`config.mk`:
```
export PLATFORM = sky130hd
export DESIGN_NAME = deadline_timer_queue_top
export DESIGN_NICKNAME = d
export VERILOG_FILES = /design/src/dtq_pkg.sv /design/src/deadline_timer_queue_top.sv
export SDC_FILE = /design/constraint.sdc
export NUM_CORES = 2
export LEC_CHECK = 0
export ABC_AREA = 0
export BUFFER_PORTS_ARGS = -buffer_cell sky130_fd_sc_hd__buf_2
export CORE_ASPECT_RATIO = 0.5
export CORE_UTILIZATION = 50
export DETAILED_ROUTE_END_ITERATION = 10
export HOLD_SLACK_MARGIN = 0.1
export PLACE_DENSITY = 0.62
export SYNTH_ARGS = -nofsm -noshare
export SYNTH_HDL_FRONTEND = slang
export SYNTH_SLANG_ARGS = --single-unit
```
`constraint.sdc`:
```
create_clock -name clk -period 8.8 [get_ports clk]
set_input_delay 0.44 -clock clk [delete_from_list [all_inputs] [get_ports clk]]
set_output_delay 0.44 -clock clk [all_outputs]
set_load 0.005 [all_outputs]
```
`src/dtq_pkg.sv`:
```
`timescale 1ns / 1ps
package dtq_pkg;
	localparam int QUEUE_DEPTH_DEF = 16;
	localparam int TIME_BITS_DEF = 48;
	localparam int RESULT_LIMIT = 16;
	localparam int HANDLE_W = 16;
	localparam int DELAY_W = 32;
	localparam int OUT_TIME_W = 48;
	localparam int ORDER_W = 32;

	typedef enum logic [1:0] {
		KIND_ACCEPTED = 2'd0,
		KIND_REJECTED = 2'd1,
		KIND_FIRED    = 2'd2
	} kind_t;

	localparam logic ACT_SCHEDULE = 1'b0;
	localparam logic ACT_TICK     = 1'b1;
endpackage

```
`src/deadline_timer_queue_top.sv`:
```
`timescale 1ns / 1ps
// Software timer queue. A schedule item (action 0) always yields one result,
// accepted or rejected, valid in the cycle after the item is taken. A tick item
// (action 1) advances the millisecond counter and fires due timers, earliest
// deadline first and ties in insertion order, up to 16 per tick. Each search
// reads the live slot memory one entry per cycle. A firing costs that search,
// a decide step, a move of the last entry into the freed slot in a read step
// and a write step, and a staging step that waits for the output to drain. A
// tick closes with a search and a decide step, which is all that a tick with
// nothing due does. The slot memory needs no clearing after reset; a fill
// count marks the live entries. One item is worked at a time. A firing is held
// in the output register until the next search shows whether it is the last
// one of the tick, and no new item is taken until the final result has been
// taken.
module deadline_timer_queue_top #(
	parameter int QUEUE_DEPTH = dtq_pkg::QUEUE_DEPTH_DEF,
	parameter int TIME_BITS = dtq_pkg::TIME_BITS_DEF
) (
	input  logic         clk,
	input  logic         arst_n,
	input  logic         s_tvalid,
	output logic         s_tready,
	// tdata: delay_ms [31:0], handle [47:32]
	input  logic [47:0]  s_tdata,
	// tuser: action
	input  logic         s_tuser,
	output logic         m_tvalid,
	input  logic         m_tready,
	// tdata: kind [1:0], fired_handle [17:2], deadline [65:18], late_ms [113:66], pad
	output logic [119:0] m_tdata,
	output logic         m_tlast
);
	import dtq_pkg::*;

	localparam int IDX_W = (QUEUE_DEPTH > 1) ? $clog2(QUEUE_DEPTH) : 1;
	localparam int CNT_W = $clog2(QUEUE_DEPTH + 1);
	localparam int FCNT_W = $clog2(RESULT_LIMIT + 1);
	localparam logic [TIME_BITS-1:0] TIME_MAX = '1;

	typedef enum logic [2:0] {
		ST_IDLE, ST_SCAN, ST_DECIDE, ST_MOVE_RD, ST_MOVE_WR, ST_OUT
	} state_t;

	// result packing, times cut to the output width
	function automatic logic [119:0] pack_result(kind_t k, logic [HANDLE_W-1:0] h,
			logic [TIME_BITS-1:0] dl, logic [TIME_BITS-1:0] late);
		return {6'd0, OUT_TIME_W'({{OUT_TIME_W{1'b0}}, late}),
			OUT_TIME_W'({{OUT_TIME_W{1'b0}}, dl}), h, k};
	endfunction

	// slot memory: deadline, handle, order
	localparam int ENT_W = TIME_BITS + HANDLE_W + ORDER_W;
	logic [ENT_W-1:0] mem [QUEUE_DEPTH];
	logic [ENT_W-1:0] rd_data;
	logic [IDX_W-1:0] rd_addr, wr_addr;
	logic [ENT_W-1:0] wr_data;
	logic             wr_en;

	always_ff @(posedge clk) begin
		if (wr_en) mem[wr_addr] <= wr_data;
		rd_data <= mem[rd_addr];
	end

	state_t              state_q;
	logic [TIME_BITS-1:0] now_q;
	logic [CNT_W-1:0]    used_q;
	logic [ORDER_W-1:0]  serial_q;
	logic [CNT_W-1:0]    scan_q;      // next address issued
	logic                rd_vld_q;
	logic [IDX_W-1:0]    rd_idx_q;
	logic [IDX_W-1:0]    best_idx_q;
	logic [TIME_BITS-1:0] best_dl_q;
	logic [HANDLE_W-1:0] best_hnd_q;
	logic [ORDER_W-1:0]  best_age_q;
	logic                best_vld_q;
	logic [FCNT_W-1:0]   fired_q;
	logic                stage_q;     // a firing waits in the output register

	logic [TIME_BITS-1:0] rd_dl;
	logic [HANDLE_W-1:0]  rd_hnd;
	logic [ORDER_W-1:0]   rd_age;
	logic                 better;
	assign rd_dl  = rd_data[TIME_BITS-1:0];
	assign rd_hnd = rd_data[TIME_BITS +: HANDLE_W];
	assign rd_age = serial_q - rd_data[TIME_BITS+HANDLE_W +: ORDER_W];
	assign better = !best_vld_q || (rd_dl < best_dl_q) ||
		(rd_dl == best_dl_q && rd_age > best_age_q);

	// schedule deadline, saturated
	logic [TIME_BITS:0]   dl_sum;
	logic [TIME_BITS-1:0] dl_sat;
	assign dl_sum = {1'b0, now_q} + {{(TIME_BITS+1-DELAY_W){1'b0}}, s_tdata[31:0]};
	assign dl_sat = dl_sum[TIME_BITS] ? TIME_MAX : dl_sum[TIME_BITS-1:0];

	logic sched_ok;
	assign sched_ok = s_tdata[47:32] != '0 && used_q < CNT_W'(QUEUE_DEPTH);

	logic [IDX_W-1:0] last_idx;
	assign last_idx = IDX_W'(used_q - CNT_W'(1));

	assign s_tready = (state_q == ST_IDLE) && !m_tvalid;

	// result becomes visible: schedule answer or release of a staged firing
	logic out_set;
	assign out_set = (state_q == ST_IDLE && s_tvalid && s_tready &&
		s_tuser == ACT_SCHEDULE) || (state_q == ST_DECIDE && stage_q);

	always_comb begin
		rd_addr = scan_q[IDX_W-1:0];
		if (state_q == ST_MOVE_RD) rd_addr = last_idx;
		wr_en = 1'b0;
		wr_addr = best_idx_q;
		wr_data = rd_data;
		if (state_q == ST_IDLE && s_tvalid && s_tready && s_tuser == ACT_SCHEDULE &&
			sched_ok) begin
			wr_en = 1'b1;
			wr_addr = used_q[IDX_W-1:0];
			wr_data = {serial_q, s_tdata[47:32], dl_sat};
		end else if (state_q == ST_MOVE_WR) begin
			wr_en = 1'b1;
		end
	end

	// control and result register
	always_ff @(posedge clk or negedge arst_n) begin
		if (!arst_n) begin
			state_q <= ST_IDLE;
			now_q <= '0;
			used_q <= '0;
			serial_q <= '0;
			scan_q <= '0;
			rd_vld_q <= 1'b0;
			best_vld_q <= 1'b0;
			fired_q <= '0;
			stage_q <= 1'b0;
			m_tvalid <= 1'b0;
			m_tlast <= 1'b0;
			m_tdata <= '0;
			rd_idx_q <= '0;
			best_idx_q <= '0;
			best_dl_q <= '0;
			best_hnd_q <= '0;
			best_age_q <= '0;
		end else begin
			if (out_set) m_tvalid <= 1'b1;
			else if (m_tready) m_tvalid <= 1'b0;
			unique case (state_q)
				ST_IDLE: begin
					if (s_tvalid && s_tready) begin
						if (s_tuser == ACT_SCHEDULE) begin
							m_tlast <= 1'b1;
							if (sched_ok) begin
								m_tdata <= pack_result(KIND_ACCEPTED, s_tdata[47:32],
									dl_sat, '0);
								used_q <= used_q + CNT_W'(1);
								serial_q <= serial_q + ORDER_W'(1);
							end else begin
								m_tdata <= pack_result(KIND_REJECTED, s_tdata[47:32],
									dl_sat, '0);
							end
						end else begin
							if (now_q != TIME_MAX) now_q <= now_q + TIME_BITS'(1);
							fired_q <= '0;
							scan_q <= '0;
							rd_vld_q <= 1'b0;
							best_vld_q <= 1'b0;
							state_q <= ST_SCAN;
						end
					end
				end
				ST_SCAN: begin
					// one entry issued and one compared per cycle
					if (rd_vld_q && better) begin
						best_vld_q <= 1'b1;
						best_idx_q <= rd_idx_q;
						best_dl_q <= rd_dl;
						best_hnd_q <= rd_hnd;
						best_age_q <= rd_age;
					end
					if (scan_q < used_q) begin
						rd_vld_q <= 1'b1;
						rd_idx_q <= scan_q[IDX_W-1:0];
						scan_q <= scan_q + CNT_W'(1);
					end else begin
						rd_vld_q <= 1'b0;
						if (!rd_vld_q) state_q <= ST_DECIDE;
					end
				end
				ST_DECIDE: begin
					// another firing due: the staged one is not the last
					if (best_vld_q && best_dl_q < now_q && fired_q < FCNT_W'(RESULT_LIMIT)) begin
						state_q <= ST_MOVE_RD;
					end else begin
						state_q <= ST_IDLE;
						if (stage_q) begin
							m_tlast <= 1'b1;
							stage_q <= 1'b0;
						end
					end
				end
				ST_MOVE_RD: state_q <= ST_MOVE_WR;
				ST_MOVE_WR: begin
					used_q <= used_q - CNT_W'(1);
					state_q <= ST_OUT;
				end
				ST_OUT: begin
					// stage this firing once the previous one has left
					if (!m_tvalid || m_tready) begin
						m_tdata <= pack_result(KIND_FIRED, best_hnd_q, best_dl_q,
							now_q - best_dl_q);
						m_tlast <= 1'b0;
						stage_q <= 1'b1;
						fired_q <= fired_q + FCNT_W'(1);
						scan_q <= '0;
						rd_vld_q <= 1'b0;
						best_vld_q <= 1'b0;
						state_q <= ST_SCAN;
					end
				end
				default: state_q <= ST_IDLE;
			endcase
		end
	end

	// assertions
	a_used_bound: assert property (@(posedge clk) disable iff (!arst_n)
		used_q <= CNT_W'(QUEUE_DEPTH)) else $error("used count overflow");
	a_busy_noready: assert property (@(posedge clk) disable iff (!arst_n)
		state_q != ST_IDLE |-> !s_tready) else $error("ready while busy");
	a_fire_limit: assert property (@(posedge clk) disable iff (!arst_n)
		fired_q <= FCNT_W'(RESULT_LIMIT)) else $error("too many firings");
	a_now_mono: assert property (@(posedge clk) disable iff (!arst_n)
		now_q >= $past(now_q)) else $error("time went back");
endmodule
```
==> impl_metrics.toml <==
[global_route]
grt_use_total_pct = 26.2
antenna_found_initial = 5
grt_overflow = 0
grt_pass1_vias = 53400
grt_pass1_wl_um = 342000
grt_max_degree = 172

[clock_tree]
clock-sinks = 1953
numCtsBuffers = 181
cts-root-buf = "clkbuf_16"
clkTransAtPathRegs_ns = 0.06
h-tree-depth = 4
cts_tree = "done"
ctsResizeCount = 0
clock_latency_ns = 0.82
cts_max_path_buffers = 4

[yosys]
ys_types = 93
synth-edff-count = 1536
seq_area_frac_synth_pct = 66.1
yosysWarningCount = 0
synth_area_um2 = 84800
synth_area_leaders = "edfxtp_1 (54%), dfrtp_1 (9.5%), nand2_1 (8.2%), a311oi_1 (3.0%), ha_1 (3.0%)"
syn_inst = 7222
yosys-top-cells-count = "nand2_1 (1,843), edfxtp_1 (1,536), nand3_1 (452)"
synth.largest_area_cell = "edfxtp_1"
synth.most_common_cell = "nand2_1"
synth_seq_cells = 1953
synthArstFlopShare_pct = 16.4
syn_area_per_cell_um2 = 11.7
synth-main-ff-cell = "edfxtp_1"
yosysTopAreaCellShare_pct = 54.4

[sta]
min_period_ns = 6.02
finalHoldViolCount = 0
setup_slack_ns = 2.78
setup_tns_ns = 0
setup_viol = 0
tightest_slew_ns = 1.32
maxSlewHeadroom_pct = 12.1
fin_crit_sh_pct = 68.5
fmax_ghz = 0.166
finClkSkew_ns = 0.0508
rsz0062_at_grt = "no"
final_max_slew_viol_count = 0

[floorplanning]
io_pins = 176
row_count = 106
die_x_um = 585
fp.dieArea_um2 = 171000
start_util_pct = 50.6
fp.coreArea_um2 = 168000
die_y_um = 293

[setup_path]
cp_max_fo = 70
end_kind = "register"
ff2ff_setup_slack_ns = 2.78
required_ns = 9.45
path_class = "reg2reg"
critPathLaunchType = "register"
critical_path_arrival_ns = 6.68

[placement]
pre_cts_slack_ns = 2.92
hpwl_um = 125000
gp_congestion = 0.877
io_buffers = 169

[layout]
areaGrowthSynthToFinish_pct = 11.1
fin_nets = 7517
drive_gt1_share_pct = 8.39

[routing]
wl_per_cell_um = 23.5
drtIter0Drc = 5751
drc_errors = 0
wl_um = 227000
viasPerCell = 5.91
vias = 57100
firstDrtPassIters = 5
antenna_left = 0

[pwr]
cellLeakagePower_nw = 35.8
vdd_ir_drop_max_uv = 443
p_per_area_nw_per_um2 = 360

[run_status]
status = "completed"

[flow_run]
cap_viol_max_count = 0

[min_path]
hold_class = "in2reg"
==> kinds of logic after synthesis <==
family | after synthesis | synth area share (%)
fa+ha+maj | 204 | 3.04
other cells | 1 | 0.00442
mux | 100 | 1.33
simple gates | 2952 | 15.1
flops | 1953 | 66.1
buf+inv | 610 | 2.84
xor+xnor | 197 | 2.03
compound gates | 1205 | 9.53
==> what timing repair did <==
item                                   4_1_cts  5_1_grt
buffers inserted                             0        0
endpoints found under the hold margin       98        0
setup endpoints to repair                    0        0
hold buffers                                19        0
==> stage by stage <==
step / power (mW) / utilization (%) / hold slack (ns) / std cells / cell area (um2)
finish: 33.9 / 56.2 / 0.162 / 9675 / 94200
global route: 35.8 / 56.2 / 0.185 / 9672 / 94200
CTS: 33.9 / 56.2 / 0.115 / 9672 / 94200
detailed placement: 26.0 / 52.5 / 0.465 / 9326 / 88100
global placement: 25.9 / 52.5 / 0.456 / 9326 / 88100
floorplan: 21.6 / - / 0.144 / 7227 / 84900
==> final timing paths <==
kind                              from        endpoint  cells past startpoint
max                        serial_q[0]   best_dl_q[43]                     24
min                           s_tvalid      m_tdata[1]                      4
max reg2reg                serial_q[0]   best_dl_q[43]                     24
min reg2reg                m_tdata[97]     m_tdata[97]                      2
max in group asynchronous       arst_n  best_hnd_q[11]                      4
min in group asynchronous       arst_n     m_tdata[84]                      2
==> sequential cells by signal (all words and copies together), names as in the netlist, 5 cells and up <==
| signal | cells |
|---|---|
| best_dl_q | 48 |
| mem | 1536 |
| fired_q | 5 |
| m_tdata | 114 |
| now_q | 48 |
| best_hnd_q | 16 |
| used_q | 5 |
| scan_q | 5 |
| serial_q | 32 |
| rd_data | 96 |
| best_age_q | 32 |
==> power by group <==
group	internal (mW)	switching, mW
Sequential	12.3	0.772
Combinational	3.97	8.87
Clock	4.53	3.42
Total	20.8	13.1
==> area by class of cell <==
type / count / area [um2]
flip-flops and latches: 1953 / 56100
clock inverters: 78 / 848
diodes: 3 / 7.51
multi-input cells: 4664 / 26600
clock buffers: 249 / 5030
inverters: 158 / 593
fillers: 14000 / 73600
repair buffers: 302 / 2190
well taps: 2268 / 2840
==> worst max-delay path: stages, from the launching register on <==
cell and delay (ns):
dfrtp_1 0.39, inv_1 0.10, ha_1 0.21, inv_1 0.08, fa_1 0.20, a21oi_1 0.10
o211ai_1 0.26, nand2_1 0.10, o31ai_1 0.46, a31o_2 0.26, nand4_1 0.15, a21boi_1 0.21
o21ai_0 0.12, a21boi_0 0.26, nor2_1 0.10, ha_1 0.29, nand4_1 0.11, nor3_1 0.26
nand4_1 0.18, o2111ai_1 0.53, or4_1 0.20, a21oi_1 0.09, a32oi_4 0.28, buf_12 0.43
mux2_1 0.38
==> layer usage <==
metal	vias up	wire length (um)	GRT usage [%]
met3	283	17700	4.16
met1	28500	104000	39.8
met4	4	3730	4.90
li1	26300	-	-
met5	-	27	0
met2	2013	102000	40.0
==> placed cells by master, fill, tap and decap left out, types with 17 or more instances in the layout <==
cell and count:
a21o_1 84, a21oi_1 257, a22oi_1 38, a311oi_1 290
a31oi_1 119, and3_1 216, buf_12 23, buf_2 168
buf_4 91, bufinv_16 18, clkbuf_1 48, clkbuf_16 185
clkinv_1 28, clkinv_2 24, dfrtp_1 321, dfxtp_1 96
dlygate4sd3_1 19, edfxtp_1 1536, ha_1 201, inv_1 158
mux2_1 82, mux2_2 17, nand2_1 1840, nand3_1 451
nand4_1 71, nor2_1 211, nor2_4 17, nor2b_1 23
nor3_1 18, o21ai_0 152, o21ai_1 99, o22ai_1 17
xnor2_1 131, xor2_1 66
No activity file was read; power rests on OpenSTA's default activity.
